[config.mk]
export PLATFORM = sky130hd
export DESIGN_NAME = bmprpd_front_flat
export DESIGN_NICKNAME = d
export VERILOG_FILES = /design/src/rtl/bmprpd_pkg.sv /design/src/rtl/bmprpd_if.sv /design/src/rtl/bmprpd_front.sv /design/src/flat_wrapper.sv
export SDC_FILE = /design/constraint.sdc
export NUM_CORES = 1
export LEC_CHECK = 0
export BUFFER_PORTS_ARGS = -buffer_cell sky130_fd_sc_hd__buf_2
export CORE_ASPECT_RATIO = 0.8
export CORE_MARGIN = 1
export CORE_UTILIZATION = 40
export CTS_CLUSTER_DIAMETER = 50
export CTS_CLUSTER_SIZE = 8
export DETAILED_ROUTE_END_ITERATION = 10
export GPL_ROUTABILITY_DRIVEN = 0
export PLACE_DENSITY = 0.58
export SYNTH_ARGS = -nofsm -noshare
export SYNTH_HDL_FRONTEND = slang
export SYNTH_SLANG_ARGS = --single-unit
[constraint.sdc]
create_clock -name clk -period 9.4 [get_ports clk]
set_clock_uncertainty 0.2 [all_clocks]
set_input_delay 1.88 -clock clk [delete_from_list [all_inputs] [get_ports clk]]
set_output_delay 1.88 -clock clk [all_outputs]
set_load 0.1 [all_outputs]
[src/rtl/bmprpd_pkg.sv]
// bmprpd_pkg: shared types, codes and colour conversion for the BMP row pixel decoder.
// No dependencies; every other file refers to it by scoped names.
package bmprpd_pkg;

    localparam int COORD_W    = 12;
    localparam int COLOUR_W   = 24;
    localparam int IDX_W      = 8;
    localparam int BYTE_W     = 8;
    localparam int CFG_DATA_W = 13;
    localparam int CFG_IDX_W  = 2;
    localparam int QUEUE_DEPTH = 4;

    localparam logic REQ_PALETTE = 1'b0;
    localparam logic REQ_PIXEL   = 1'b1;

    localparam logic [1:0] SRC_4BPP  = 2'd0;
    localparam logic [1:0] SRC_8BPP  = 2'd1;
    localparam logic [1:0] SRC_24BPP = 2'd2;

    localparam logic [1:0] OUT_332 = 2'd0;
    localparam logic [1:0] OUT_555 = 2'd1;
    localparam logic [1:0] OUT_565 = 2'd2;
    localparam logic [1:0] OUT_888 = 2'd3;

    localparam logic [CFG_IDX_W-1:0] CFG_WIDTH  = 2'd0;
    localparam logic [CFG_IDX_W-1:0] CFG_HEIGHT = 2'd1;
    localparam logic [CFG_IDX_W-1:0] CFG_SRC    = 2'd2;
    localparam logic [CFG_IDX_W-1:0] CFG_OUT    = 2'd3;

    typedef enum logic [1:0] {
        OP_PAL_WRITE,
        OP_PIX_PAL,
        OP_PIX_RGB
    } op_kind_t;

    typedef struct packed {
        op_kind_t             kind;
        logic [COORD_W-1:0]   x;
        logic [COORD_W-1:0]   y;
        logic                 last;
        logic [IDX_W-1:0]     idx;
        logic [COLOUR_W-1:0]  colour;
    } op_t;

    function automatic logic [COLOUR_W-1:0] convert_colour(
        input logic [1:0]          mode,
        input logic [COLOUR_W-1:0] c
    );
        logic [7:0] r;
        logic [7:0] g;
        logic [7:0] b;
        r = c[23:16];
        g = c[15:8];
        b = c[7:0];
        unique case (mode)
            OUT_332: convert_colour = {16'h0000, b[7:6], g[7:5], r[7:5]};
            OUT_555: convert_colour = {9'h000, r[7:3], g[7:3], b[7:3]};
            OUT_565: convert_colour = {8'h00, r[7:3], g[7:2], b[7:3]};
            default: convert_colour = c;
        endcase
    endfunction

endpackage

[src/rtl/bmprpd_if.sv]
// bmprpd_req_if / bmprpd_pix_if: valid/ready channels of the decoder.
// Depends on bmprpd_pkg for field widths.
interface bmprpd_req_if;
    logic                               valid;
    logic                               ready;
    logic                               req_type;
    logic [bmprpd_pkg::IDX_W-1:0]       palette_index;
    logic [bmprpd_pkg::COLOUR_W-1:0]    palette_value;
    logic [bmprpd_pkg::BYTE_W-1:0]      data_byte;

    modport source (output valid, req_type, palette_index, palette_value, data_byte,
                    input ready);
    modport sink   (input valid, req_type, palette_index, palette_value, data_byte,
                    output ready);
endinterface


[src/rtl/bmprpd_front.sv]
// bmprpd_front: config registers, row/column/byte counters, byte classification.
// Emits one op_t per cycle into the queue while op_ready is high. Depends on bmprpd_pkg, bmprpd_if.
module bmprpd_front #(
    parameter int MAX_WIDTH  = 4096,
    parameter int MAX_HEIGHT = 4096
) (
    input  logic                                clk,
    input  logic                                rst_n,
    bmprpd_req_if.sink                          req,
    input  logic                                cfg_we,
    input  logic [bmprpd_pkg::CFG_IDX_W-1:0]    cfg_index,
    input  logic [bmprpd_pkg::CFG_DATA_W-1:0]   cfg_data,
    output logic                                op_valid,
    output bmprpd_pkg::op_t                     op,
    input  logic                                op_ready,
    output logic [1:0]                          out_depth
);

    localparam int CDW  = bmprpd_pkg::CFG_DATA_W;
    localparam int CMAX = (1 << CDW) - 1;
    localparam int WMAX = (MAX_WIDTH < CMAX) ? MAX_WIDTH : CMAX;
    localparam int HMAX = (MAX_HEIGHT < CMAX) ? MAX_HEIGHT : CMAX;
    localparam int CW   = $clog2(WMAX + 1);
    localparam int HW   = $clog2(HMAX + 1);
    localparam int BW   = $clog2(3 * WMAX + 4);

    localparam logic [1:0] PH_BLUE  = 2'd0;
    localparam logic [1:0] PH_GREEN = 2'd1;
    localparam logic [1:0] PH_RED   = 2'd2;

    logic [CW-1:0]  width_reg, width_next, w_wr;
    logic [HW-1:0]  height_reg, height_next, h_wr;
    logic [1:0]     depth_reg, depth_next, d_wr;
    logic [1:0]     out_depth_reg, out_depth_next;
    logic [BW-1:0]  data_bytes_reg, data_bytes_next;
    logic [BW-1:0]  row_size_reg, row_size_next;

    logic [BW-1:0]  row_byte_reg, row_byte_next, rb1;
    logic [CW-1:0]  col_reg, col_next, col1;
    logic [HW-1:0]  rows_reg, rows_next;
    logic [15:0]    partial_reg, partial_next;
    logic [1:0]     phase_reg, phase_next;
    logic           pend_valid_reg, pend_valid_next;
    bmprpd_pkg::op_t pend_op_reg, pend_op_next;

    logic            accept;
    logic            push_new;
    bmprpd_pkg::op_t new_op;
    logic            rows_last;
    logic            last0;
    logic            last1;
    logic            has_low;
    logic            in_data;
    logic [bmprpd_pkg::COORD_W-1:0] y_cur;

    assign req.ready = !pend_valid_reg && op_ready;
    assign accept    = req.valid && req.ready;
    assign out_depth = out_depth_reg;

    // config write path: clamp and precompute row geometry
    always_comb
    begin
        if (cfg_data == '0)
            w_wr = CW'(1);
        else if (cfg_data > CDW'(WMAX))
            w_wr = CW'(WMAX);
        else
            w_wr = CW'(cfg_data);

        if (cfg_data == '0)
            h_wr = HW'(1);
        else if (cfg_data > CDW'(HMAX))
            h_wr = HW'(HMAX);
        else
            h_wr = HW'(cfg_data);

        d_wr = (cfg_data[1:0] == 2'd3) ? bmprpd_pkg::SRC_24BPP : cfg_data[1:0];

        width_next     = (cfg_we && cfg_index == bmprpd_pkg::CFG_WIDTH)  ? w_wr : width_reg;
        height_next    = (cfg_we && cfg_index == bmprpd_pkg::CFG_HEIGHT) ? h_wr : height_reg;
        depth_next     = (cfg_we && cfg_index == bmprpd_pkg::CFG_SRC)    ? d_wr : depth_reg;
        out_depth_next = (cfg_we && cfg_index == bmprpd_pkg::CFG_OUT)
                         ? cfg_data[1:0] : out_depth_reg;

        unique case (depth_next)
            bmprpd_pkg::SRC_24BPP: data_bytes_next = (BW'(width_next) << 1) + BW'(width_next);
            bmprpd_pkg::SRC_8BPP:  data_bytes_next = BW'(width_next);
            default:               data_bytes_next = (BW'(width_next) + BW'(1)) >> 1;
        endcase
        row_size_next = (data_bytes_next + BW'(3)) & ~BW'(3);
    end

    assign in_data   = row_byte_reg < data_bytes_reg;
    assign rows_last = (rows_reg + HW'(1)) == height_reg;
    assign col1      = col_reg + CW'(1);
    assign last0     = (col1 == width_reg) && rows_last;
    assign has_low   = col1 < width_reg;
    assign last1     = ((col1 + CW'(1)) == width_reg) && rows_last;
    assign y_cur     = 12'(height_reg - HW'(1) - rows_reg);
    assign rb1       = row_byte_reg + BW'(1);

    always_comb
    begin
        row_byte_next   = row_byte_reg;
        col_next        = col_reg;
        rows_next       = rows_reg;
        partial_next    = partial_reg;
        phase_next      = phase_reg;
        pend_valid_next = pend_valid_reg;
        pend_op_next    = pend_op_reg;
        push_new        = 1'b0;

        new_op.kind   = bmprpd_pkg::OP_PIX_PAL;
        new_op.x      = 12'(col_reg);
        new_op.y      = y_cur;
        new_op.last   = last0;
        new_op.idx    = req.data_byte;
        new_op.colour = req.palette_value;

        if (pend_valid_reg && op_ready)
            pend_valid_next = 1'b0;

        if (cfg_we)
        begin
            row_byte_next = '0;
            col_next      = '0;
            rows_next     = '0;
            partial_next  = '0;
            phase_next    = PH_BLUE;
        end
        else if (accept)
        begin
            if (req.req_type == bmprpd_pkg::REQ_PALETTE)
            begin
                push_new    = 1'b1;
                new_op.kind = bmprpd_pkg::OP_PAL_WRITE;
                new_op.idx  = req.palette_index;
            end
            else
            begin
                if (in_data)
                begin
                    unique case (depth_reg)
                        bmprpd_pkg::SRC_24BPP:
                        begin
                            priority if (phase_reg == PH_BLUE)
                            begin
                                partial_next = {8'h00, req.data_byte};
                                phase_next   = PH_GREEN;
                            end
                            else if (phase_reg == PH_GREEN)
                            begin
                                partial_next = {req.data_byte, partial_reg[7:0]};
                                phase_next   = PH_RED;
                            end
                            else
                            begin
                                push_new      = 1'b1;
                                new_op.kind   = bmprpd_pkg::OP_PIX_RGB;
                                new_op.colour = {req.data_byte, partial_reg};
                                partial_next  = '0;
                                phase_next    = PH_BLUE;
                                col_next      = col1;
                            end
                        end
                        bmprpd_pkg::SRC_8BPP:
                        begin
                            push_new = 1'b1;
                            col_next = col1;
                        end
                        default:
                        begin
                            push_new   = 1'b1;
                            new_op.idx = {4'h0, req.data_byte[7:4]};
                            col_next   = col1;
                            if (has_low)
                            begin
                                pend_valid_next     = 1'b1;
                                pend_op_next.kind   = bmprpd_pkg::OP_PIX_PAL;
                                pend_op_next.x      = 12'(col1);
                                pend_op_next.y      = y_cur;
                                pend_op_next.last   = last1;
                                pend_op_next.idx    = {4'h0, req.data_byte[3:0]};
                                pend_op_next.colour = '0;
                                col_next            = col1 + CW'(1);
                            end
                        end
                    endcase
                end

                if (rb1 >= row_size_reg)
                begin
                    row_byte_next = '0;
                    col_next      = '0;
                    partial_next  = '0;
                    phase_next    = PH_BLUE;
                    rows_next     = rows_last ? '0 : rows_reg + HW'(1);
                end
                else
                begin
                    row_byte_next = rb1;
                end
            end
        end
    end

    assign op_valid = pend_valid_reg || push_new;
    assign op       = pend_valid_reg ? pend_op_reg : new_op;

    always_ff @(posedge clk or negedge rst_n)
    begin
        if (!rst_n)
        begin
            width_reg      <= CW'(1);
            height_reg     <= HW'(1);
            depth_reg      <= bmprpd_pkg::SRC_24BPP;
            out_depth_reg  <= bmprpd_pkg::OUT_888;
            data_bytes_reg <= BW'(3);
            row_size_reg   <= BW'(4);
            row_byte_reg   <= '0;
            col_reg        <= '0;
            rows_reg       <= '0;
            partial_reg    <= '0;
            phase_reg      <= PH_BLUE;
            pend_valid_reg <= 1'b0;
        end
        else
        begin
            width_reg      <= width_next;
            height_reg     <= height_next;
            depth_reg      <= depth_next;
            out_depth_reg  <= out_depth_next;
            data_bytes_reg <= data_bytes_next;
            row_size_reg   <= row_size_next;
            row_byte_reg   <= row_byte_next;
            col_reg        <= col_next;
            rows_reg       <= rows_next;
            partial_reg    <= partial_next;
            phase_reg      <= phase_next;
            pend_valid_reg <= pend_valid_next;
        end
    end

    always_ff @(posedge clk)
    begin
        pend_op_reg <= pend_op_next;
    end

endmodule

[src/flat_wrapper.sv]
// flat-port wrapper written by rule: the top's interface ports become plain ports
module bmprpd_front_flat 
#(
    parameter int MAX_WIDTH  = 4096,
    parameter int MAX_HEIGHT = 4096
)
  (clk, rst_n, cfg_we, cfg_index, cfg_data, op_valid, op, op_ready, out_depth, req_valid, req_req_type, req_palette_index, req_palette_value, req_data_byte, req_ready);
  bmprpd_req_if req_i ();
  input  logic clk;
  input  logic rst_n;
  input  logic cfg_we;
  input  logic [bmprpd_pkg::CFG_IDX_W-1:0] cfg_index;
  input  logic [bmprpd_pkg::CFG_DATA_W-1:0] cfg_data;
  output logic op_valid;
  output bmprpd_pkg::op_t op;
  input  logic op_ready;
  output logic [1:0] out_depth;
  input wire logic [$bits(req_i.valid)-1:0] req_valid;
  input wire logic [$bits(req_i.req_type)-1:0] req_req_type;
  input wire logic [$bits(req_i.palette_index)-1:0] req_palette_index;
  input wire logic [$bits(req_i.palette_value)-1:0] req_palette_value;
  input wire logic [$bits(req_i.data_byte)-1:0] req_data_byte;
  output wire logic [$bits(req_i.ready)-1:0] req_ready;
  assign req_i.valid = req_valid;
  assign req_i.req_type = req_req_type;
  assign req_i.palette_index = req_palette_index;
  assign req_i.palette_value = req_palette_value;
  assign req_i.data_byte = req_data_byte;
  assign req_ready = req_i.ready;
  bmprpd_front #(.MAX_WIDTH(MAX_WIDTH), .MAX_HEIGHT(MAX_HEIGHT)) u_core (.clk(clk), .rst_n(rst_n), .req(req_i), .cfg_we(cfg_we), .cfg_index(cfg_index), .cfg_data(cfg_data), .op_valid(op_valid), .op(op), .op_ready(op_ready), .out_depth(out_depth));
endmodule
* Yosys cells after proc, flatten, opt, wreduce, memory -nomap -nowiden
Cells that the tools add are included.
** Word-level totals
- Output and inout port bits :: 63
- Bits in registers :: 144
- Input port bits :: 61
** Cells by class
- Reduce and logical (&&, ||, !) cells :: 26
- Eq/ne operators :: 15
- Bitwise operators :: 2
- Muxes and demuxes :: 71
- Add/sub/neg operators :: 9
- Magnitude comparators :: 4
** Operator list (count)
- 13-bit two-way mux :: 16
- 16-bit two-way mux :: 8
- 24-bit two-way mux :: 4
- 32-bit two-way mux :: 3
- 59-bit two-way mux :: 1
- 14-bit two-way mux :: 4
- 13-bit by 1-bit adder with 13-bit output (second input constant) :: 3
- 13-bit == test :: 3
- 2-bit two-way mux :: 17
- 14-bit one-hot mux with 2 select lines :: 1
- 13-bit one-hot mux with 2 select lines :: 1
- 8-bit two-way mux :: 2
- 13-bit by 1-bit adder with 14-bit output (second input constant) :: 1
- 14-bit by 1-bit adder with 14-bit output (second input constant) :: 1
- 14-bit by 13-bit adder with 14-bit output :: 1
- 14-bit by 2-bit adder with 14-bit output (second input constant) :: 1
- 14-bit >= comparator :: 1
- 14-bit less-than comparator :: 1
- 1-bit two-way mux :: 14
- 13-bit > comparator (second input constant) :: 1
- 13-bit logical NOT :: 1
- 13-bit less-than comparator :: 1
- 12-bit by 1-bit subtractor with 12-bit output (second input constant) :: 1
- 12-bit subtractor :: 1
- other kinds (17) :: 39

* Logic depth before layout (Yosys ltp)
- Depth in word-level cells :: 9
- Gate-level depth with buffers :: 19

* Worst setup path after synthesis
No wires, ideal clock.
- Path type :: input to output
- Start point :: input op_ready
- End point :: output op[10] (netlist bit)
- Arrival time :: 5977 ps
- Path buffers :: 3
- Required time :: 7320 ps
- Stages on the path :: 9
- Path slack :: 1343 ps
- Path through :: nor2b_1 -> and3_1 -> clkbuf_1 -> and3_1 -> and3_1 -> clkbuf_1 -> buf_2 -> mux2i_1 -> nor2_1
** RTL lines
- start, declared :: line flat_wrapper.sv:16 : input logic op_ready;
- end, declared :: line flat_wrapper.sv:15 : output bmprpd_pkg::op_t op;

==> impl_metrics.toml <==
[route]
post_drt_wl_per_cell_um = 17.4
via_per_inst = 5.40
dr.pass1.iters = 7
drt_iter0_markers = 563
wl_mm = 28.5
ant_nets = 0
num_vias = 8864
drc = 0

[yosys]
synth.area.top_cells = "dfrtp_1, edfxtp_1, ha_1"
synth_top_cell_by_area = "dfrtp_1"
post-synth-top-count-cell = "nand2_1"
synth_top_area_share_pct = 25.6
netlist_instances = 1164
avgSynthCellArea_um2 = 9.00
synth_async_sr_flop_share_pct = 79.9
ys.flop_type = "dfrtp_1"
synth_edf_count = 29
ys.warnings.count = 0
synthesis.nets = 1295
synthTopCellsByCount = "nand2_1, dfrtp_1, inv_1"
yosys.cell_types.count = 84
synth-seq-cells = 144
synth_seq_area_share_pct = 35.9
netlist_area_um2 = 10500

[critical_path]
critPathSlowestCell = "or4b_2"
cp_cell_sequence = "inv_1 > ha_1 > fa_1 > a21o_1 > a21oi_1 > o21bai_1 > a21oi_1 > o21bai_1 > a311o_1 > or4b_2 > nand3_1 > buf_2"
rrSetupSlack_ns = 4.65
crit_arrival_ns = 4.19
endpoint_kind = "output port"
path_max_fanout = 5
critPathKind = "reg -> out"
crit_path_start_kind = "flop"
critPathMaxStageDelay_ns = 0.62
required_ns = 7.32

[grt]
grt_pass1_wl_mm = 46.0
gr-max-usage-layer = "met1"
antenna_found_initial = 0
overflow = 0
grt_pass1_vias = 8243
met2_usage_pct = 31.8
grt_max_degree = 73
track_usage_pct = 21.8
grt_use_met3_pct = 3.02
grt_use_met1_pct = 33.8

[finish]
drive_above_1_share_pct = 17.8
fillers = 2475
area_delta_synth_final_pct = 14.9
finalNetCount = 1407
final_core_util_pct = 47.2
largest_reg_flops = 29
diodes = 0
stdcell_count = 1640
final_area_um2 = 12000

[min_path]
hold_class = "reg -> reg"

[clock_tree]
cts_setup_buffers = 0
clockBufferDepth = 2
clk_latency_ns = 0.43
cts_tree = "built"
clock_sinks = 144
clk_pin_slew_worst_paths_ns = 0.06
ctsResizeCount = 0
cts-root-buf = "clkbuf_16"
cts_max_level = 4
cts_buffers = 17
holdBufCountCts = 0

[power_and_ir_drop]
pwr_density_cell_nw_per_um2 = 224
p_leak_nw = 5.38
peakVddDrop_uv = 137

[placement]
port_buffers = 123
dp_cells = 1608
place_area_um2 = 11400
dp.final_hpwl_mm = 21.5

[floorplanning]
die_y_um = 147
initial_core_util_pct = 41.1
coreArea_um2 = 25500
dieArea_um2 = 26800
die-width_um = 183
pin_count = 124
row_count = 52

[flow_run]
max_cap_violations = 0

[timing]
hold_viol = 0
relSlewSlack_pct = 40.2
hold_slack_ns = 0.305
finalCritPeriodShare_pct = 66.7
setup_tns_ns = 0
worstMarginPinSlew_ns = 0.897
max_freq_mhz = 159
drv_slew = 0
grt_setup_unrepaired = "no"
finalSetupViolations = 0
fin_crit_ns = 6.27

[status]
status = "completed"
cell usage in the layout (no fill, tap or decap), types with 7 or more instances in the layout:
cell type,count
and3_1,18
inv_1,96
nor2b_1,22
o22ai_1,7
o31ai_1,11
buf_4,14
xor2_1,28
a211oi_1,15
nand3_1,30
a21o_1,16
buf_2,122
nor2_1,60
nand2b_1,18
dfrtp_1,106
a22o_1,17
or3_1,11
o21a_1,12
mux2i_1,37
mux2_2,29
o21ai_0,93
edfxtp_1,29
xnor2_1,62
nand4_1,11
nand2_1,124
nor4_1,9
dfstp_2,8
clkbuf_16,19
a21oi_1,43
ha_1,68
a221oi_1,8
a31oi_1,7
nor3_1,26
final timing paths:
check / end / start / depth (start not counted)
max: op[43] / u_core.rows_reg[0] / 12
min: u_core.height_reg[11] / u_core.height_reg[11] / 2
max reg2reg: u_core.phase_reg[1] / u_core.row_byte_reg[0] / 13
min reg2reg: u_core.height_reg[11] / u_core.height_reg[11] / 2
max in group asynchronous: u_core.partial_reg[0] / rst_n / 2
min in group asynchronous: u_core.rows_reg[2] / rst_n / 1
power breakdown:
group	leakage [nW]	switching [W]	total (W)	internal, W
logic	3.33	0.000851	0.00121	0.000355
registers	1.78	0.0000680	0.000808	0.000740
clock network	0.278	0.000281	0.000679	0.000398
logic make-up after synthesis:
kind of cell / count (synthesis) / share of synthesized area (%)
flops: 144 / 35.9
buf+inv: 139 / 5.23
fa+ha+maj: 70 / 8.51
xor+xnor: 90 / 7.53
mux: 66 / 6.66
simple gates: 380 / 18.8
compound gates: 275 / 17.4
metrics by stage:
stage / total power (W) / setup WS, ns
5_1_grt: 0.00285 / 2.91
3_5_place_dp: 0.00202 / 3.20
2_1_floorplan: 0.00176 / 1.34
6_report: 0.00269 / 3.13
4_1_cts: 0.00271 / 3.13
3_3_place_gp: 0.00201 / 3.31
worst max-delay path, delay by kind of cell (launching register included):
family                   cells  cell delay (ns)
AND/OR/NAND/NOR              2             0.73
flip-flops                   1             0.43
buffers and inverters        2             0.50
adder cells (fa/ha/maj)      2             0.63
AO/OA/AOI/OAI                6             1.48
layout make-up:
cell class | count | area [um2] | area share (%)
multi-input combinational | 881 | 6170 | 51.3
sequential | 144 | 3760 | 31.3
timing repair buffer | 136 | 716 | 5.95
clock buffer | 22 | 487 | 4.05
tap | 351 | 439 | 3.65
inverter | 96 | 360 | 3.00
clock inverter | 10 | 98.8 | 0.822
per-layer routing:
layer	part of all wire, %	wire length [um]	vias to the layer above
met5	0	0	-
met4	1.0	295	0
met3	4.4	1260	20
met2	42	11900	217
met1	53	15100	4228
li1	-	-	4399
Power figures use the tool's default switching activity.
