File: config.mk
export PLATFORM = sky130hd
export DESIGN_NAME = bmprpd_fifo
export DESIGN_NICKNAME = d
export VERILOG_FILES = /design/src/rtl/bmprpd_pkg.sv /design/src/rtl/bmprpd_fifo.sv
export SDC_FILE = /design/constraint.sdc
export NUM_CORES = 1
export LEC_CHECK = 0
export BUFFER_PORTS_ARGS = -buffer_cell sky130_fd_sc_hd__buf_4
export CAP_MARGIN = 20
export CORE_MARGIN = 4
export CORE_UTILIZATION = 61
export DETAILED_ROUTE_END_ITERATION = 10
export PLACE_DENSITY = 0.86
export SYNTH_ARGS = -nofsm -noshare
export SYNTH_HDL_FRONTEND = slang
export SYNTH_SLANG_ARGS = --single-unit
File: constraint.sdc
create_clock -name clk -period 3.95 [get_ports clk]
set_input_delay 0.1975 -clock clk [delete_from_list [all_inputs] [get_ports clk]]
set_output_delay 0.1975 -clock clk [all_outputs]
set_load 0.02 [all_outputs]
File: src/rtl/bmprpd_pkg.sv
// bmprpd_pkg: shared types, codes and colour conversion for the BMP row pixel decoder.
// No dependencies; every other file refers to it by scoped names.
package bmprpd_pkg;

    localparam int COORD_W    = 12;
    localparam int COLOUR_W   = 24;
    localparam int IDX_W      = 8;
    localparam int BYTE_W     = 8;
    localparam int CFG_DATA_W = 13;
    localparam int CFG_IDX_W  = 2;
    localparam int QUEUE_DEPTH = 4;

    localparam logic REQ_PALETTE = 1'b0;
    localparam logic REQ_PIXEL   = 1'b1;

    localparam logic [1:0] SRC_4BPP  = 2'd0;
    localparam logic [1:0] SRC_8BPP  = 2'd1;
    localparam logic [1:0] SRC_24BPP = 2'd2;

    localparam logic [1:0] OUT_332 = 2'd0;
    localparam logic [1:0] OUT_555 = 2'd1;
    localparam logic [1:0] OUT_565 = 2'd2;
    localparam logic [1:0] OUT_888 = 2'd3;

    localparam logic [CFG_IDX_W-1:0] CFG_WIDTH  = 2'd0;
    localparam logic [CFG_IDX_W-1:0] CFG_HEIGHT = 2'd1;
    localparam logic [CFG_IDX_W-1:0] CFG_SRC    = 2'd2;
    localparam logic [CFG_IDX_W-1:0] CFG_OUT    = 2'd3;

    typedef enum logic [1:0] {
        OP_PAL_WRITE,
        OP_PIX_PAL,
        OP_PIX_RGB
    } op_kind_t;

    typedef struct packed {
        op_kind_t             kind;
        logic [COORD_W-1:0]   x;
        logic [COORD_W-1:0]   y;
        logic                 last;
        logic [IDX_W-1:0]     idx;
        logic [COLOUR_W-1:0]  colour;
    } op_t;

    function automatic logic [COLOUR_W-1:0] convert_colour(
        input logic [1:0]          mode,
        input logic [COLOUR_W-1:0] c
    );
        logic [7:0] r;
        logic [7:0] g;
        logic [7:0] b;
        r = c[23:16];
        g = c[15:8];
        b = c[7:0];
        unique case (mode)
            OUT_332: convert_colour = {16'h0000, b[7:6], g[7:5], r[7:5]};
            OUT_555: convert_colour = {9'h000, r[7:3], g[7:3], b[7:3]};
            OUT_565: convert_colour = {8'h00, r[7:3], g[7:2], b[7:3]};
            default: convert_colour = c;
        endcase
    endfunction

endpackage

File: src/rtl/bmprpd_fifo.sv
// bmprpd_fifo: small op queue between front and back of the decoder.
// Depends on bmprpd_pkg (op_t, QUEUE_DEPTH).
module bmprpd_fifo (
    input  logic            clk,
    input  logic            rst_n,
    input  logic            push_valid,
    input  bmprpd_pkg::op_t push_data,
    output logic            push_ready,
    output logic            pop_valid,
    output bmprpd_pkg::op_t pop_data,
    input  logic            pop_ready
);

    localparam int QD  = bmprpd_pkg::QUEUE_DEPTH;
    localparam int QAW = $clog2(QD);
    localparam int QCW = $clog2(QD + 1);

    bmprpd_pkg::op_t entry_reg [QD];
    logic [QAW-1:0]  wr_ptr_reg, wr_ptr_next;
    logic [QAW-1:0]  rd_ptr_reg, rd_ptr_next;
    logic [QCW-1:0]  count_reg, count_next;
    logic            do_push;
    logic            do_pop;

    assign push_ready = count_reg != QCW'(QD);
    assign pop_valid  = count_reg != '0;
    assign pop_data   = entry_reg[rd_ptr_reg];
    assign do_push    = push_valid && push_ready;
    assign do_pop     = pop_valid && pop_ready;

    always_comb
    begin
        wr_ptr_next = do_push ? ((wr_ptr_reg == QAW'(QD - 1)) ? '0 : wr_ptr_reg + QAW'(1))
                              : wr_ptr_reg;
        rd_ptr_next = do_pop ? ((rd_ptr_reg == QAW'(QD - 1)) ? '0 : rd_ptr_reg + QAW'(1))
                             : rd_ptr_reg;
        count_next  = count_reg + QCW'(do_push) - QCW'(do_pop);
    end

    always_ff @(posedge clk or negedge rst_n)
    begin
        if (!rst_n)
        begin
            wr_ptr_reg <= '0;
            rd_ptr_reg <= '0;
            count_reg  <= '0;
        end
        else
        begin
            wr_ptr_reg <= wr_ptr_next;
            rd_ptr_reg <= rd_ptr_next;
            count_reg  <= count_next;
        end
    end

    always_ff @(posedge clk)
    begin
        if (do_push)
            entry_reg[wr_ptr_reg] <= push_data;
    end

endmodule

# == After elaboration in Yosys (flattened, before gate mapping) ==
# Memory sizes are Yosys's and may differ from the RTL's.
# Index checks and enable logic that the tools add are counted.
# word_totals
ff_bits,7
mem_bits_rw,236
out_inout_bits,61
wordCells,18
mem_count,1
# mem_list
memory,depth,word_bits,read_ports,rd_clocked_by_memory_dff,wr,line_no,text
entry_reg,4,59,1,0,1,bmprpd_fifo.sv:18,bmprpd_pkg::op_t entry_reg [QD];
# op_classes
n_addsub,4
n_eq_ne,3
mux,4
reduce_logical,3
# op_table
cell,count
$add 2x1->2 const B,2
$eq 2x2->1 const B,2
$mux 2,2
$add 3x1->3,1
$ne 3x3->1 const B,1
$reduce_bool 3->1,1
$sub 3x1->3,1
$logic_and 1x1->1,2
$mux 1,2

# == Longest topological paths before layout ==
# Gate-level depths: netlist (run 1).
# logic_depth
word_depth,4
depth_mapped,10
mapped_depth_nobuf,10

# == Worst setup path before layout (run 1) ==
# Ideal clock, no wire load.
# synth_timing
path_kind,reg-to-reg
start,register count_reg[1]
end,register count_reg[2]
setup_ns,0.123
t_arrival_ns,2.227
path_slack_ns,1.601
path_stages_with_launch,11
cell_sequence,dfrtp_1 -> or3_2 -> nand2_1 -> inv_1 -> ha_1 -> inv_1 -> ha_1 -> inv_1 -> fa_1 -> xnor2_1 -> xnor2_1
# synth_via
elab_cells_between_ends,6
classes_between,2 x add/sub; 1 x eq/ne; 3 x reduce/logical
# synth_lines
item,line_no,text
"start, declared",bmprpd_fifo.sv:21,"logic [QCW-1:0] count_reg, count_next;"
"start signal, assigned",bmprpd_fifo.sv:52,count_reg <= count_next;
$reduce_bool 3->1,bmprpd_fifo.sv:26,assign pop_valid = count_reg != '0;
named net pop_valid,bmprpd_fifo.sv:9,"output logic pop_valid,"
$logic_and 1x1->1,bmprpd_fifo.sv:29,assign do_pop = pop_valid && pop_ready;
named net do_pop,bmprpd_fifo.sv:23,logic do_pop;
$sub 3x1->3,bmprpd_fifo.sv:37,count_next = count_reg + QCW'(do_push) - QCW'(do_pop);
named net count_next[2],bmprpd_fifo.sv:21,
# The timed path passes the listed nets, and every way through them passes these cells.
# A chain may end at the register's enable or synchronous reset.

==> results of run 1 <==
==> final cells by class <==
type	instances	area [sq um]
Sequential cell	243	7270
Fill cell	669	2630
Timing Repair Buffer	190	1590
Multi-Input combinational cell	83	1580
Clock buffer	28	637
Tap cell	180	225
Clock inverter	14	136
Inverter	7	26.3
==> cell families (layout without fill, tap and decap cells) <==
| family | after synthesis | count (layout) |
|---|---|---|
| adders and majority gates | 8 | 8 |
| xor gates and xnor gates | 2 | 2 |
| muxes | 63 | 63 |
| and+or+nand+nor | 10 | 10 |
| buffers and inverters | 21 | 239 |
| DFF | 243 | 243 |
==> layer usage <==
layer | share of wire (%) | vias up | track usage [%]
li1 | - | 1887 | -
met1 | 38 | 2262 | 31.0
met2 | 54 | 196 | 39.6
met3 | 6.4 | 30 | 3.94
met4 | 2.1 | 0 | 6.55
met5 | 0 | - | 0
==> layout by cell type (no fill, tap or decap), types with 2 or more instances in the layout <==
cell,n
inv_1,7
buf_4,129
mux2_2,2
mux2_4,2
clkbuf_1,3
nor2_1,2
and3_2,2
dfrtp_1,5
bufinv_16,3
dlygate4sd3_1,60
clkinv_1,9
xnor2_1,2
mux4_2,59
clkbuf_16,25
ha_1,7
and3_4,2
edfxtp_1,236
==> path summary, 6_finish.rpt <==
kind | from | end | slack, ns | cells past startpoint
setup / recovery | rd_ptr_reg[0] | pop_data[36] | 1.06 | 3
hold / removal | rst_n | rd_ptr_reg[0] | 0.03 | 2
setup reg to reg | count_reg[1] | count_reg[2] | 1.53 | 10
hold reg to reg | count_reg[2] | count_reg[2] | 0.50 | 1
max in group asynchronous | rst_n | rd_ptr_reg[0] | 3.78 | 2
min in group clk | pop_ready | rd_ptr_reg[1] | 0.11 | 3
==> stage by stage <==
step	std cells	cell area (sq um)	hold slack, ns	setup slack (ns)	util [%]
global placement	643	10100	0.0103	1.59	71.6
CTS	745	11500	0.0205	1.00	81.3
finish	745	11500	0.0344	1.06	81.3
global route	745	11500	0.0538	0.835	81.3
floorplan	347	8930	-0.0981	1.60	-
detailed placement	643	10100	0.0141	1.53	71.6
==> critical path: stages (launching register included) <==
cell     delay [ns]
dfrtp_4        1.07
buf_4          0.34
mux4_2         0.57
buf_4          0.19
==> where the power goes <==
part           internal, mW  switching [mW]  total [mW]
Clock                  1.34           0.892        2.23
Sequential             3.42           0.335        3.75
Combinational          1.35            1.44        2.80
==> impl_metrics.csv, run 1 <==
group,metric,value,unit
status,outcome,"completed",
synthesis,synthXorXnorAreaFrac,0.196,%
power,power.density,766,nW/um^2
die,die_height,129,microns
synthesis,synth_top_cell_area_share,79.4,%
power,peakVddDrop,0.625,mV
power,leakage,4.02,nW
layout,largest_reg_flops,236,
layout,n_antenna_cell,0,
layout,finalNetCount,620,
min_path,hold_path_class,"in2async",
worst_setup_path,critPathMaxFanout,51,
route,antenna_left,0,
worst_setup_path,critical_path_class,"reg2out",
sta,worst_slew_pin_slew,0.972,ns
grt,antenna_found_initial,0,
clock_tree,cts_setup_buffers,0,
synthesis,yosys-top-cells-count,"236 x edfxtp_1, 59 x mux4_2",
sta,setup_viol,0,
sta,timing.final.hold_violations,0,
route,vias,4375,
synthesis,synthAdderAreaFrac,1.21,%
die,initial_core_util,63.3,%
sta,rsz0062_at_grt,"no",
synthesis,yosysTopAreaCell,"edfxtp_1",
clock_tree,cts_buffers,24,
clock_tree,htree_levels,1,
clock_tree,cts_root_buf,"clkbuf_16",
die,num_rows,43,
placed_design,numPortBuffers,123,
synthesis,synth-simple-area-share,0.771,%
route,routed_wl,18.1,mm
clock_tree,path_clk_slew,0.06,ns
synthesis,synth.distinct_cells,18,
route,wl_per_cell,24.3,microns
route,remaining_drc_errors,0,
placed_design,dpl.hpwl,9.68,mm
die,fp.dieW,129,microns
clock_tree,cts_buffer_depth,3,
clock_tree,cts_hold_buf,60,
die,die_area,16600,sq um
worst_setup_path,critPathCaptureType,"primary output",
worst_setup_path,cp-start-kind,"flop",
sta,period_needed,2.89,ns
sta,period_share,73.2,%
sta,finalClockSkew,0.00833,ns
sta,fin_setup_tns,0,ns
layout,drive_gt1_share,41.1,%
synthesis,netlist_area,8930,sq um
synthesis,yosys-mux-area-fraction,15.5,%
synthesis,synth_nets,418,
clock_tree,cts_tree,"built",
clock_tree,cts_resized,0,
grt,grt_pass1_wl,28.3,mm
synthesis,netlist_top_cells_area,"edfxtp_1 79%, mux4_2 15%, dfrtp_1 2.0%, ha_1 0.98%, buf_2 0.39%",
synthesis,synth_ff_type,"edfxtp_1",
placed_design,place_congestion,0.779,
clock_tree,cts_num_sinks,243,
grt,first_global_vias,4705,
grt,grt_overflow,0,
sta,maxSlewViolCount,0,
synthesis,synthArstFlopShare,2.88,%
route,drt_iter0_markers,346,
synthesis,synthMostInstantiatedCell,"edfxtp_1",
synthesis,synth.yosys.seq_area_share,81.3,%
synthesis,synthCells,347,
grt,grt_max_degree,60,
worst_setup_path,crit_required,3.75,ns
die,core,14100,sq um
route,dr.pass1.iters,5,
worst_setup_path,arrival,2.70,ns
synthesis,avgSynthCellArea,25.7,sq um
power,power,8.78,mW
route,viasPerCell,5.87,
clock_tree,worstSkewPairLatency,0.51,ns
grt,grtUsageTotal,23.0,%
synthesis,synth_seq_cells,243,
run,drv_cap,0,
die,ios,124,
synthesis,synth_compound_area_share,0,%
layout,area_growth,28.4,%
sta,fmax,346,MHz
synthesis,yosys_warnings,0,
sta,relSlewSlack,35.2,%
synthesis,synth_top_family_by_area,"multiplexers",
synthesis,synth_edf_count,236,
Power figures use the tool's default switching activity.
==> inputs of run 2 (changes only) <==
--- a/config.mk
+++ b/config.mk
@@ -5,12 +5,13 @@
 export SDC_FILE = /design/constraint.sdc
 export NUM_CORES = 1
 export LEC_CHECK = 0
+export ABC_AREA = 1
 export BUFFER_PORTS_ARGS = -buffer_cell sky130_fd_sc_hd__buf_4
 export CAP_MARGIN = 20
 export CORE_MARGIN = 4
-export CORE_UTILIZATION = 61
+export CORE_UTILIZATION = 52
 export DETAILED_ROUTE_END_ITERATION = 10
-export PLACE_DENSITY = 0.86
+export PLACE_DENSITY = 0.78
 export SYNTH_ARGS = -nofsm -noshare
 export SYNTH_HDL_FRONTEND = slang
 export SYNTH_SLANG_ARGS = --single-unit
==> constraint.sdc (replaced) <==
create_clock -name clk -period 2.58 [get_ports clk]
set_input_delay 0.129 -clock clk [delete_from_list [all_inputs] [get_ports clk]]
set_output_delay 0.129 -clock clk [all_outputs]
set_load 0.02 [all_outputs]
==> run 2 against run 1 <==
Effect of this change:
- critical path depth is 2 higher
- global-route usage is 5.1 points lower
- total power is 62% higher
- routed wire length is 2.6% higher
- critical path type unchanged
- highest routed layer unchanged
==> impl_metrics.csv, run 2 <==
group,metric,value,unit
grt,grtUsageMet3,3.32,%
route,dr.pass1.iters,5,
grt,antenna_found_initial,0,
clock_tree,cts_num_sinks,243,
worst_setup_path,critPathMaxFanout,96,
route,remaining_drc_errors,0,
synthesis,synthCells,746,
sta,worst_slew_pin_slew,0.490,ns
worst_setup_path,slowest_delay,0.72,ns
power,peakVddDrop,0.806,mV
die,fp.dieW,145,microns
synthesis,yosys_warnings,0,
worst_setup_path,critical_path_class,"reg2out",
grt,grt_pass1_wl,29.6,mm
sta,setup_ws,0.286,ns
worst_setup_path,crit_slowest_cell,"dfrtp_4",
placed_design,place_congestion,0.735,
sta,finalClockSkew,0.0102,ns
clock_tree,htree_levels,1,
die,die_area,21000,sq um
clock_tree,cts_root_buf,"clkbuf_16",
synthesis,yosysTopAreaCell,"edfxtp_1",
synthesis,avgSynthCellArea,13.1,sq um
grt,grt.met1_usage,21.7,%
route,drt_iter0_markers,366,
placed_design,placed_cells,1073,
route,antenna_left,0,
clock_tree,worstSkewPairLatency,0.50,ns
layout,finalNetCount,1004,
layout,layout_commonest_cell,"edfxtp_1",
sta,period_needed,2.29,ns
sta,fmax,436,MHz
die,initial_core_util,53.5,%
worst_setup_path,cp.buffers_inverters,2,
grt,grt-busiest-layer,"met2",
placed_design,pre_cts_slack,0.606,ns
sta,rsz0062_at_grt,"no",
clock_tree,cts_hold_buf,63,
placed_design,dpl.hpwl,10.5,mm
synthesis,synth_seq_cells,243,
grt,first_global_vias,6004,
sta,period_share,88.9,%
worst_setup_path,arrival,2.17,ns
sta,setup_viol,0,
sta,relSlewSlack,67.3,%
synthesis,yosys-top-cells-count,"236 x edfxtp_1, 194 x nand2_1, 131 x inv_1",
synthesis,synth_top_cell_area_share,72.8,%
worst_setup_path,cp-start-kind,"flop",
worst_setup_path,crit_required,2.45,ns
power,power.density,1150,nW/um^2
power,leakage,4.96,nW
clock_tree,path_clk_slew,0.06,ns
synthesis,synth_nets,817,
route,routed_wl,18.6,mm
synthesis,synth.yosys.seq_area_share,74.6,%
clock_tree,cts_tree,"built",
layout,layout_common_cells,"236 x edfxtp_1, 194 x nand2_1, 133 x buf_4",
layout,n_antenna_cell,0,
worst_setup_path,crit_chain,"buf_12 -> nand2_1 -> o211ai_1 -> nand2_1 -> buf_4",
sta,timing.final.hold_violations,0,
synthesis,synth_edf_count,236,
synthesis,synthMostInstantiatedCell,"edfxtp_1",
die,ios,124,
clock_tree,cts_buffers,24,
layout,fillers,1221,
clock_tree,cts_setup_buffers,0,
min_path,hold_path_class,"in2reg",
die,core,18200,sq um
layout,instances_no_fill,1178,
die,num_rows,49,
worst_setup_path,cp_top_family,"flip-flops",
synthesis,synthArstFlopShare,2.88,%
worst_setup_path,cpMostUsedCell,"nand2_1",
grt,grt_overflow,0,
sta,maxSlewViolCount,0,
grt,grt_util_met2,33.0,%
die,die_height,145,microns
power,power,14.3,mW
clock_tree,cts_buffer_depth,3,
layout,drive_gt1_share,18.7,%
route,vias,6009,
sta,fin_setup_tns,0,ns
synthesis,netlist_top_cells_area,"edfxtp_1 73%, o211ai_1 9.1%, nand2_1 7.5%, inv_1 5.0%, dfrtp_1 1.8%",
status,outcome,"completed",
run,drv_cap,0,
grt,grtUsageTotal,17.9,%
worst_setup_path,critPathCaptureType,"primary output",
route,wl_per_cell,15.8,microns
synthesis,synth_ff_type,"edfxtp_1",
route,viasPerCell,5.10,
layout,area_growth,27.0,%
layout,largest_reg_flops,236,
synthesis,netlist_area,9740,sq um
grt,grt_max_degree,102,
synthesis,synth.distinct_cells,14,
placed_design,numPortBuffers,123,
clock_tree,cts_resized,0,
-- run 2: metrics by stage --
| step | hold slack (ns) | cell area (sq um) | util (%) |
|---|---|---|---|
| global placement | -0.0528 | 10900 | 60.0 |
| detailed placement | -0.0495 | 10900 | 60.0 |
| global route | 0.356 | 12400 | 67.9 |
| floorplan | -0.167 | 9750 | - |
| finish | 0.368 | 12400 | 67.9 |
| CTS | 0.352 | 12400 | 67.9 |
-- run 2: per-layer routing --
layer / wire length (microns) / vias to the layer above / part of all wire [%]
li1: - / 2955 / -
met1: 7540 / 2881 / 41
met2: 9700 / 149 / 52
met3: 1040 / 24 / 5.6
met4: 298 / 0 / 1.6
met5: 0 / - / 0
-- run 2: path summary, 6_finish.rpt --
check                           depth (start not counted)  slack, ns           from                to
max in group asynchronous                               3       1.71          rst_n     rd_ptr_reg[0]
worst max-delay path                                    5       0.29  rd_ptr_reg[0]      pop_data[28]
worst max register to register                         11       0.61   count_reg[1]      count_reg[2]
min in group asynchronous                               3       0.59          rst_n     wr_ptr_reg[0]
worst min register to register                          1       0.51   count_reg[0]      count_reg[0]
worst min-delay path                                    2       0.37  push_data[33]  entry_reg[0][33]
-- run 2: cells by family after synthesis --
family | after synthesis | synth area share [%]
AND/OR/NAND/NOR | 206 | 8.00
buffers and inverters | 171 | 7.23
adder cells (fa/ha/maj) | 8 | 1.10
AO/OA/AOI/OAI | 118 | 9.10
flip-flops | 243 | 74.6
-- run 2: power breakdown --
| part | switching [mW] | total (mW) | internal (mW) |
|---|---|---|---|
| registers | 0.314 | 5.51 | 5.19 |
| logic | 3.30 | 5.23 | 1.93 |
| clock network | 1.38 | 3.53 | 2.15 |
| total | 4.99 | 14.3 | 9.27 |
-- run 2: final cells by class --
cell class,instances,area [sq um],area share [%]
multi-input cells,332,1800,14.6
inverters,132,495,4.01
well taps,229,287,2.32
flip-flops and latches,243,7270,58.7
clock inverters,16,179,1.45
repair buffers,200,1710,13.8
clock buffers,26,629,5.09
==> inputs of run 3 (changes only) <==
--- a/config.mk
+++ b/config.mk
@@ -6,7 +6,7 @@
 export NUM_CORES = 1
 export LEC_CHECK = 0
 export ABC_AREA = 1
-export BUFFER_PORTS_ARGS = -buffer_cell sky130_fd_sc_hd__buf_4
+export BUFFER_PORTS_ARGS = -buffer_cell sky130_fd_sc_hd__buf_2
 export CAP_MARGIN = 20
 export CORE_MARGIN = 4
 export CORE_UTILIZATION = 52
==> run 3 against run 2 <==
Effect of this change:
- clock power is 8.2% higher
- die area stayed put
- register-to-register slack worse by 0.06 ns
- sequential cell count stayed put
- clock skew is 0.0040 ns lower
- sequential share of layout area is 1.0 points higher
- cell count is 0.34% higher
==> impl_metrics.csv, run 3 (synthesis results as in run 2) <==
group,metric,value,unit
worst_setup_path,crit_required,2.45,ns
status,outcome,"completed",
sta,period_share,84.6,%
die,die_height,145,microns
sta,setup_ws,0.397,ns
worst_setup_path,r2r-end,"count_reg[2]",
clock_tree,worstSkewPairLatency,0.51,ns
worst_setup_path,reg2reg_slack,0.55,ns
placed_design,dpl.hpwl,10.4,mm
route,wl_per_cell,16.0,microns
route,drt_iter0_markers,293,
sta,fmax,458,MHz
route,vias,5985,
min_path,hold_path_depth,2,
clock_tree,htree_levels,1,
route,dr.pass1.iters,4,
clock_tree,cts_buffer_depth,3,
layout,n_antenna_cell,0,
die,die_area,21000,sq um
worst_setup_path,critical_path_class,"reg2out",
placed_design,numPortBuffers,123,
min_path,min_to,"entry_reg[0][13]",
placed_design,pre_cts_slack,0.583,ns
sta,timing.final.hold_violations,0,
run,drv_cap,0,
grt,first_global_vias,5894,
power,power.density,1170,nW/um^2
sta,worst_slew_pin_slew,0.474,ns
worst_setup_path,r2r_cells,11,
worst_setup_path,reg2reg_from,"count_reg[1]",
route,routed_wl,18.9,mm
worst_setup_path,cp-start-kind,"flop",
worst_setup_path,critPathCaptureType,"primary output",
sta,holdWs,0.367,ns
power,peakVddDrop,0.645,mV
sta,finalClockSkew,0.00617,ns
power,power,14.2,mW
layout,drive_gt1_share,19.3,%
layout,layout_common_cells,"236 x edfxtp_1, 194 x nand2_1, 131 x inv_1",
sta,relSlewSlack,68.4,%
die,fp.dieW,145,microns
sta,period_needed,2.18,ns
grt,grt_pass1_wl,29.5,mm
layout,largest_reg_flops,236,
grt,grt_overflow,0,
layout,finalNetCount,1007,
grt,grt_max_degree,65,
clock_tree,cts_num_sinks,243,
route,viasPerCell,5.06,
die,initial_core_util,53.5,%
route,remaining_drc_errors,0,
die,core,18200,sq um
placed_design,place_congestion,0.732,
clock_tree,cts_root_buf,"clkbuf_16",
sta,rsz0062_at_grt,"no",
worst_setup_path,arrival,2.05,ns
grt,antenna_found_initial,0,
route,antenna_left,0,
clock_tree,path_clk_slew,0.07,ns
die,ios,124,
worst_setup_path,critPathMaxFanout,64,
clock_tree,cts_setup_buffers,0,
clock_tree,cts_tree,"built",
min_path,hold_path_class,"in2reg",
layout,layout_commonest_cell,"edfxtp_1",
sta,maxSlewViolCount,0,
clock_tree,cts_buffers,25,
sta,setup_viol,0,
grt,grtUsageTotal,18.0,%
power,leakage,4.90,nW
min_path,worstHoldStart,"push_data[13]",
layout,area_growth,24.9,%
die,num_rows,49,
==> run 3: cell types whose count changed in the layout (fill, tap and decap cells not counted), moves of 2 or more <==
cell,before,now
buf_2,0,123
buf_4,133,11
clkinv_1,8,1
clkbuf_1,1,5
bufinv_16,4,6
inv_6,0,2
==> run 3: worst max-delay path by stage <==
stage	slack, ns	cells after the start	end	from
finish	0.40	5	pop_data[30]	rd_ptr_reg[0]
global route	0.26	5	pop_data[19]	rd_ptr_reg[0]
CTS	0.36	5	pop_data[30]	rd_ptr_reg[0]
detailed placement	0.58	11	count_reg[2]	count_reg[1]
global placement	0.66	11	count_reg[2]	count_reg[1]
floorplan	-0.32	4	entry_reg[0][0]	count_reg[1]
==> run 3: layer usage <==
metal  wire (microns)  up-vias  global-route usage (%)
li1                 -     2961                       -
met1             7650     2855                    22.1
met2             9920      142                    32.9
met3              965       27                    3.22
met4              364        0                    4.76
met5                0        -                       0
==> run 3: worst max-delay path, stage by stage, from the launching register on <==
cell      delay, ns
dfrtp_4        0.71
buf_12         0.30
nand2_1        0.10
o211ai_1       0.10
nand2_1        0.11
buf_2          0.17
==> run 3: final cells by class <==
| type | instances | area, sq um |
|---|---|---|
| multi-input cells | 332 | 1800 |
| fillers | 1247 | 6050 |
| inverters | 132 | 495 |
| clock inverters | 14 | 236 |
| clock buffers | 30 | 644 |
| repair buffers | 202 | 1430 |
| flip-flops and latches | 243 | 7270 |
| well taps | 229 | 287 |
==> run 3: through the flow <==
stage	area, sq um	util [%]	TNS (ns)	cells
after floorplan	9750	-	-74.48	746
after global placement	10700	58.5	0	1075
after detailed placement	10700	58.5	0	1075
after CTS	12200	66.8	0	1182
after global routing	12200	66.8	0	1182
final	12200	66.8	0	1182
==> run 3: where the power goes <==
group	internal, mW	leakage, nW	switching, mW
sequential	5.19	2.24	0.289
combinational	1.56	2.23	3.31
clock	2.39	0.426	1.43
==> run 3: timing repair <==
item,CTS,global route
resized for setup,0,0
endpoints found under the setup margin,0,0
hold endpoints to repair,247,0
hold buffers,63,0
